[src/hw/rtl/pdll_ram.sv]
// Simple dual-port synchronous memory with registered read data.
// Holds the backward links; depends on nothing.
`default_nettype none

module pdll_ram #(
    parameter int  WIDTH = 8,
    parameter int  DEPTH = 128,
    localparam int AW    = $clog2(DEPTH)
) (
    input  logic             i_clk,
    input  logic             i_we,
    input  logic [AW-1:0]    i_waddr,
    input  logic [WIDTH-1:0] i_wdata,
    input  logic [AW-1:0]    i_raddr,
    output logic [WIDTH-1:0] o_rdata
);

    logic [WIDTH-1:0] mem [DEPTH];

    always_ff @(posedge i_clk) begin
        if (i_we) begin
            mem[i_waddr] <= i_wdata;
        end
        o_rdata <= mem[i_raddr];
    end

endmodule

`default_nettype wire

[config.mk]
export PLATFORM = sky130hd
export DESIGN_NAME = pdll_ram
export DESIGN_NICKNAME = d
export VERILOG_FILES = /design/src/hw/rtl/pdll_ram.sv
export SDC_FILE = /design/constraint.sdc
export NUM_CORES = 1
export LEC_CHECK = 0
export CORE_AREA = 2 2 285 287
export CTS_BUF_LIST = sky130_fd_sc_hd__clkbuf_4 sky130_fd_sc_hd__clkbuf_8
export CTS_CLUSTER_DIAMETER = 80
export DETAILED_ROUTE_END_ITERATION = 10
export DIE_AREA = 0 0 287 289
export DONT_BUFFER_PORTS = 1
export PLACE_DENSITY = 0.67
export REMOVE_ABC_BUFFERS = 1
export SLEW_MARGIN = 20
export SYNTH_ARGS = -nofsm -noshare
export SYNTH_HDL_FRONTEND = slang
export SYNTH_SLANG_ARGS = --single-unit
export TNS_END_PERCENT = 30
[constraint.sdc]
create_clock -name i_clk -period 4.9 [get_ports i_clk]
set_clock_uncertainty 0.1 [all_clocks]
set_input_delay 0.245 -clock i_clk [delete_from_list [all_inputs] [get_ports i_clk]]
set_output_delay 0.245 -clock i_clk [all_outputs]
set_load 0.01 [all_outputs]
==> metrics.cfg <==
[outcome]
outcome = finished with violations
violations = slew limit

[layout]
utilization = 0.556
fin_nets = 1790
syn_to_final_growth_pct = 12.0
drive_above_1_share = 0.333

[power]
peakVddDrop_mv = 0.333
p_leak_nw = 13.5
powerDensity_mw_per_mm2 = 394
total_power_mw = 17.5

[sta]
report.final.slew_viol_count = 126
worst_pin_slew_ns = 1.88
fin_crit_ns = 3.98
holdWs_ns = 0.0712
grt_setup_unrepaired = false
setup_tns_ns = 0
finalWorstSetupSlack_ns = 0.916
fin_crit_sh = 0.813
fmax_mhz = 251
slew_headroom = -0.252
finalHoldViolations = 0
finalSetupViolCount = 0

[detailed_routing]
drtAntennaViolNets = 0
drt-wirelength-per-cell_um = 29.8
via_per_inst = 6.07
vias = 17900
routed_wl_mm = 87.8
drc_errors = 0
drt_iter0_markers = 2271
dr.pass1.iters = 5

[clock_network]
root_buffer = clkbuf_8
clkTransAtPathRegs_ns = 0.06
clock_path_buffers = 3
cts_buffers = 159
clkLatencyLatePin_ns = 0.80
cts_tree = done
post_cts_buffers = 0
cts-resized-gates = 0
cts.sinks = 1032
postCtsHoldBufs = 40
htreeDepth = 4

[floorplanning]
rows = 104
fp.dieH_um = 289
initial_core_util = 0.496
dieArea_sq_mm = 0.0829
core-area_sq_mm = 0.0799
die_w_um = 287
ios = 32

[global_routing]
grt_pass1_wl_mm = 128
use_met3 = 0.0465
antenna_found_initial = 2
grt-busiest-layer = met2
gr-total-overflow = 0
grt_max_degree = 257
grt_pass1_vias = 18600
use_met2 = 0.343
grt_util_met1 = 0.308
grt_use_total = 0.218

[worst_setup_path]
cp_max_fo = 256
endpoint_kind = register
worstPathArrival_ns = 4.56
path_class = in2reg
crit_path_start_kind = primary input
crit_required_ns = 5.48
rrSetupSlack_ns = 1.37

[synth]
seq_area_frac_synth = 0.779
yosysWarnings = 0
ys_types = 17
synth_cells = 1635
synth_compound_area_frac = 0
netlist_area_sq_mm = 0.0397
synth-simple-area-share = 0.0176
synth_seq_cells = 1032
synth_top_family_by_area = multiplexers
synth_adder_area_share = 0
synthMuxAreaShare = 0.193
synthXorXnorAreaFrac = 0
avgSynthCellArea_sq_um = 24.3

[placement]
io_buffers = 0
dp_slack_ns = 2.12
place_congestion = 0.765
post-dp-hpwl_mm = 47.1

[flow_run]
drv_cap = 0

[min_path]
hp-class = in2reg

## sequential cells by signal, indices dropped and copies added, names as in the netlist
register  flops
mem        1024
o_rdata       8
## routing by layer
layer  wire length, um  vias up  part of all wire
met5                 0        -                 0
met3              6650      144             0.076
li1                  -     7308                 -
met2             42900      818              0.49
met1             35900     9633              0.41
met4              2420        0             0.028
## layout by cell type, fill, tap and decap left out, types with 11 or more instances in the layout
| master | count |
|---|---|
| edfxtp_1 | 1024 |
| nand3_1 | 12 |
| clkbuf_8 | 168 |
| clkinv_2 | 11 |
| dlygate4sd3_1 | 31 |
| clkbuf_4 | 51 |
| nand2_1 | 14 |
| nor2_1 | 120 |
| clkinv_1 | 34 |
| mux4_2 | 336 |
| buf_4 | 19 |
## final cells by class
cell class                      count  area [sq um]
Multi-Input combinational cell    514          8390
Clock buffer                      219          2700
Clock inverter                     63           420
Tap cell                         1060          1330
Sequential cell                  1032         30900
Antenna cell                        1          2.50
Timing Repair Buffer               59           693
Fill cell                        5853         35500
## power by group
part           switching, mW  internal, mW  total [mW]
sequential            0.0270          9.75        9.78
clock                   3.21          3.77        6.98
combinational          0.364         0.376       0.740
total                   3.60          13.9        17.5
## final timing paths
| check | cells past startpoint | start | end |
|---|---|---|---|
| worst min-delay path | 3 | i_waddr[3] | mem[91][7]$_DFFE_PP_ |
| worst max register to register | 6 | mem[48][0]$_DFFE_PP_ | o_rdata[0]$_DFF_P_ |
| worst min register to register | 4 | mem[42][4]$_DFFE_PP_ | o_rdata[4]$_DFF_P_ |
| worst max-delay path | 6 | i_raddr[0] | o_rdata[0]$_DFF_P_ |
## synthesized netlist by cell type
master | number | share of area
nor3_1 | 9 | 0.0011
nand2b_1 | 2 | 0.00032
mux4_2 | 336 | 0.19
nor2b_1 | 7 | 0.0011
clkbuf_1 | 44 | 0.0042
buf_1 | 18 | 0.0017
buf_6 | 1 | 0.00028
dfxtp_1 | 8 | 0.0040
nand3_1 | 12 | 0.0015
mux2_2 | 8 | 0.0023
nor2_1 | 122 | 0.012
buf_2 | 15 | 0.0019
nand4_1 | 3 | 0.00047
or3_1 | 1 | 0.00016
buf_4 | 11 | 0.0021
edfxtp_1 | 1024 | 0.78
nand2_1 | 14 | 0.0013
## cell families (layout without fill, tap and decap cells)
logic type             Yosys count  after routing
muxes                          344            344
other                            0              1
buffers and inverters           89            341
and+or+nand+nor                170            170
DFF                           1032           1032
## critical path, cell delays in order
cell and delay (ns):
mux4_2 1.08, mux4_2 0.58, mux4_2 0.48, dlygate4sd3_1 0.58, mux2_2 0.26, dlygate4sd3_1 0.55
## per-stage QoR
step	area, sq um	std cells
after floorplan	39300	1546
after detailed placement	40800	2625
after global placement	40800	2625
final	44400	2948
after global routing	44400	2948
after CTS	44400	2947
Power figures use the tool's default switching activity.
