==> src/hw/rtl/pdll_pkg.sv <==
// Shared constants and codes for the pooled doubly linked list.
// Depends on nothing; pdll_if, pdll_node_mem, the top level and pdll_chk use it.
`default_nettype none

package pdll_pkg;

    localparam int POOL_NODES_DEF = 128;
    localparam int VALUE_W        = 32;
    localparam int MODE_W         = 2;
    localparam int STATUS_W       = 2;
    localparam int SLOT_OUT_W     = 7;
    localparam int HEAD_SLOT      = 0;
    localparam int TAIL_SLOT      = 1;
    localparam int ALLOC_RESET    = 2;

    typedef enum logic [MODE_W-1:0] {
        MODE_INS_HEAD = 2'd0,
        MODE_INS_TAIL = 2'd1,
        MODE_DELETE   = 2'd2,
        MODE_SEARCH   = 2'd3
    } t_mode;

    typedef enum logic [STATUS_W-1:0] {
        ST_DONE      = 2'd0,
        ST_FULL      = 2'd1,
        ST_NOT_FOUND = 2'd2,
        ST_FOUND     = 2'd3
    } t_status;

endpackage

`default_nettype wire

==> src/hw/rtl/pdll_node_mem.sv <==
// Node memory: value and forward link lanes behind one address pair.
// Each lane has its own write enable; depends on pdll_pkg.
`default_nettype none

module pdll_node_mem #(
    parameter int  DEPTH = pdll_pkg::POOL_NODES_DEF,
    localparam int AW    = $clog2(DEPTH)
) (
    input  logic                                i_clk,
    input  logic                                i_we_value,
    input  logic                                i_we_next,
    input  logic [AW-1:0]                       i_waddr,
    input  logic signed [pdll_pkg::VALUE_W-1:0] i_wvalue,
    input  logic [AW-1:0]                       i_wnext,
    input  logic [AW-1:0]                       i_raddr,
    output logic signed [pdll_pkg::VALUE_W-1:0] o_rvalue,
    output logic [AW-1:0]                       o_rnext
);
    import pdll_pkg::*;

    logic signed [VALUE_W-1:0] value_mem [DEPTH];
    logic [AW-1:0]             next_mem  [DEPTH];

    always_ff @(posedge i_clk) begin
        if (i_we_value) begin
            value_mem[i_waddr] <= i_wvalue;
        end
        if (i_we_next) begin
            next_mem[i_waddr] <= i_wnext;
        end
        o_rvalue <= value_mem[i_raddr];
        o_rnext  <= next_mem[i_raddr];
    end

endmodule

`default_nettype wire

==> config.mk <==
export PLATFORM = sky130hd
export DESIGN_NAME = pdll_node_mem
export DESIGN_NICKNAME = d
export VERILOG_FILES = /design/src/hw/rtl/pdll_pkg.sv /design/src/hw/rtl/pdll_node_mem.sv
export SDC_FILE = /design/constraint.sdc
export NUM_CORES = 2
export LEC_CHECK = 0
export BUFFER_PORTS_ARGS = -buffer_cell sky130_fd_sc_hd__buf_4
export CAP_MARGIN = 20
export CORE_MARGIN = 5
export CORE_UTILIZATION = 30
export CTS_CLUSTER_SIZE = 28
export DETAILED_ROUTE_END_ITERATION = 12
export SYNTH_ARGS = -nofsm -noshare
export SYNTH_HDL_FRONTEND = slang
export SYNTH_MEMORY_MAX_BITS = 65536
export SYNTH_SLANG_ARGS = --single-unit
==> constraint.sdc <==
create_clock -name i_clk -period 4.15 [get_ports i_clk]
set_input_delay 0.2075 -clock i_clk [delete_from_list [all_inputs] [get_ports i_clk]]
set_output_delay 0.2075 -clock i_clk [all_outputs]
set_load 0.02 [all_outputs]
==> results.rst <==
.. list-table::
   :header-rows: 1

   * - Metric
     - Value
   * - Number of input and output port buffers inserted
     - between 90 and 100
   * - # DRC
     - 0
   * - Count of mapped cells out of synthesis
     - 7410
   * - Fraction of synthesized cell area in xor and xnor cells
     - 0
   * - Most frequent cell after synthesis
     - sky130_fd_sc_hd__edfxtp_1
   * - Placement Rows
     - 293
   * - Top-area cell type share of the netlist area
     - 0.786
   * - Kind of end point of the critical path
     - flip-flop
   * - Critical path required time
     - approximately 5 ns
   * - Cell types with the highest counts after synthesis
     - 4992 x sky130_fd_sc_hd__edfxtp_1, 1638 x sky130_fd_sc_hd__mux4_2, 259 x sky130_fd_sc_hd__nor2_1
   * - Clock latency on the worst-skew pair
     - 1.05 ns
   * - Synthesized cell area
     - 191000 um2
   * - Post-Route Skew
     - 0.0895 ns
   * - Clock sink count
     - 5031
   * - Critical path peak fanout
     - 1
   * - Main synth FF type
     - sky130_fd_sc_hd__edfxtp_1
   * - Antenna viol nets, final
     - 0
   * - RSZ-0062 raised after global routing
     - no
   * - Worst Setup Slack, final
     - between 1 and 1.5 ns
   * - Cell area after layout
     - approximately 220000 um2
   * - Average cell area after synthesis
     - between 20 and 30 um2
   * - Via Count
     - around 86000
   * - Smallest hold slack
     - about 0.14 ns
   * - Routability cong.
     - ~0.79
   * - Number of global-route vias before repair
     - roughly 88000
   * - Worst slew pin tran
     - ~1.2 ns
   * - Width of the die
     - slightly above 800 um
   * - Antenna violations before repair
     - 91
   * - Routed length per instance
     - just under 30 um
   * - Hold Fails Final Rpt
     - 0
   * - Fraction of layout instances using a drive strength above 1
     - 0.356
   * - Clock tree from TritonCTS
     - yes
   * - Category of the critical setup timing path
     - reg -> reg
   * - EDFF count, synth
     - 4992
   * - Share of the core filled with cells in the final layout
     - 0.351
   * - Final Max Slew Viols
     - 0
   * - Total global-route track usage
     - 0.147
   * - Power density normalized to cell area
     - roughly 470 nW/um2
   * - Setup total negative slack
     - 0 ns
   * - Sequential element share of the synthesized area
     - 0.790
   * - Maximum number of pins on one net before global-route repair
     - 98
   * - First-pass iteration count of the detailed router
     - 8
   * - Fin nets
     - roughly 8000
   * - Post-detailed-route via-to-cell ratio
     - 5.06
   * - HPWL reported at the end of detailed placement
     - a little under 300 mm
   * - H-tree level count
     - 5
   * - Cell area reported after detailed placement
     - approximately 210000 um2
   * - Share of cell area taken by muxes after synthesis
     - 0.196
   * - Area of the die
     - 652000 um2
   * - Global-route wire length before repair
     - roughly 690 mm
   * - Area growth from synthesis to final layout
     - 16.8%
   * - Post-synthesis share of cell area spent on full adders, half adders and majority gates
     - 0
   * - Post-route fraction of the period consumed by the critical path
     - 0.736
   * - CTS max path bufs
     - 4
   * - R2R cell count
     - 5
   * - Placeable core region
     - between 600000 and 700000 um2
   * - Boundary pin count
     - between 90 and 100
   * - Yosys warning count
     - 0
   * - Final setup violation count
     - 0
   * - Dominant combinational cell family by area after synthesis
     - multiplexers
   * - Complex-gate fraction of the synthesized area
     - 0
   * - Slew HR
     - 0.201
   * - DRT iter0 DRCs
     - 10369
   * - Max rail drop VDD
     - approximately 0.44 mV
   * - Height of the die
     - slightly above 800 um
   * - Number of distinct library cells after synthesis
     - 13
   * - Effective utilization at floorplan
     - 0.300
   * - Net Count, Synth
     - 7466
   * - Post-route non-filler standard cell count
     - roughly 17000
   * - Dpl ws
     - 0.542 ns
   * - Minimum clock period
     - slightly above 3 ns
   * - Hold Crit Depth
     - 5
   * - HP Class
     - in -> reg
   * - Outcome
     - finished clean
   * - Total power of the final layout
     - about 110 mW
   * - Yosys reg bits
     - 5031
   * - Placed Cells
     - between 15000 and 20000
   * - Leading post-synthesis cells by cell area
     - sky130_fd_sc_hd__edfxtp_1 79%, sky130_fd_sc_hd__mux4_2 19%, sky130_fd_sc_hd__nor2_1 0.51%, sky130_fd_sc_hd__clkbuf_1 0.48%, sky130_fd_sc_hd__dfxtp_1 0.41%
   * - Detailed Route WL
     - around 500 mm
   * - Highest Clock Rate
     - around 0.33 GHz
   * - Filler cell count
     - roughly 57000
   * - Number of violations of the max-capacitance limit
     - 0
   * - Async set-or-reset flop fraction in the synthesized netlist
     - 0
   * - Leakage power total
     - between 60 and 70 nW
   * - Remaining global-route overflow
     - 0
   * - Worst setup SP type
     - flip-flop
   * - Number of buffers created by CTS
     - 480
   * - Clock Pin Slew Worst Setup and Hold Paths
     - roughly 0.07 ns
   * - Clock Tree Root
     - sky130_fd_sc_hd__clkbuf_16
   * - Yosys top cell by area
     - sky130_fd_sc_hd__edfxtp_1
   * - Arrival time of data at the critical path endpoint
     - ~4.0 ns
   * - Fraction of the mapped netlist area in simple logic gates
     - 0.00612
==> placed cells by master (no fill, tap or decap), drive strengths merged <==
cell type,instances
nor2,259
nor2b,8
edfxtp,4992
dfxtp,39
clkinv,201
buf,526
mux4,1638
inv,3
nand2,15
bufinv,51
mux2,39
dlygate4sd3,47
clkbuf,614
diode,43
nand3,14
nand4,3
clkinvlp,19
==> worst paths after layout <==
kind,from,end,slack (ns)
max,value_mem[55][19]$_DFFE_PP_,o_rvalue[19]$_DFF_P_,1.09
min,i_waddr[5],next_mem[75][2]$_DFFE_PP_,0.14
max reg2reg,value_mem[55][19]$_DFFE_PP_,o_rvalue[19]$_DFF_P_,1.09
min reg2reg,value_mem[124][3]$_DFFE_PP_,o_rvalue[3]$_DFF_P_,1.10
==> critical path, cell delays in order (launching register included) <==
cell and delay (ns):
sky130_fd_sc_hd__edfxtp_1 0.38, sky130_fd_sc_hd__mux4_2 0.48, sky130_fd_sc_hd__mux4_2 0.63, sky130_fd_sc_hd__mux4_2 0.63
sky130_fd_sc_hd__mux2_2 0.30, sky130_fd_sc_hd__dlygate4sd3_1 0.55
==> cell type report <==
class | count | area [um2] | area share
sequential | 5031 | 151000 | 0.676
multi-input combinational | 1976 | 39500 | 0.177
clock buffer | 614 | 12800 | 0.0575
tap | 8407 | 10500 | 0.0472
timing repair buffer | 573 | 6300 | 0.0283
clock inverter | 274 | 2910 | 0.0131
antenna | 43 | 108 | 0.000483
==> power breakdown <==
group	total [mW]	internal, mW	switching (mW)
sequential	56.3	56.1	0.225
combinational	5.58	2.25	3.33
clock	43.7	25.0	18.8
==> layer usage <==
layer  track usage  wire length [um]  vias up  share of wire
met3        0.0281             39700      722          0.080
met5             0                69        -        0.00014
li1              -                 -    33842              -
met1         0.194            193000    47239           0.39
met2         0.249            247000     3772           0.50
met4        0.0419             14400       10          0.029
==> flip-flops by register name, indices dropped and copies added (netlist names) <==
register,flops
value_mem,4096
o_rnext,7
o_rvalue,32
next_mem,896
==> what timing repair did <==
action / 4_1_cts / 5_1_grt
gates resized for setup: 0 / 0
buffers inserted: 0 / 0
hold endpoints to repair: 2892 / 0
hold buffers: 47 / 0
==> kinds of logic (layout without fill, tap and decap cells) <==
logic type,after synthesis,in the layout
buffers and inverters,403,1461
DFF,5031,5031
and+or+nand+nor,299,299
muxes,1677,1677
other,0,43
Power figures use the tool's default switching activity.
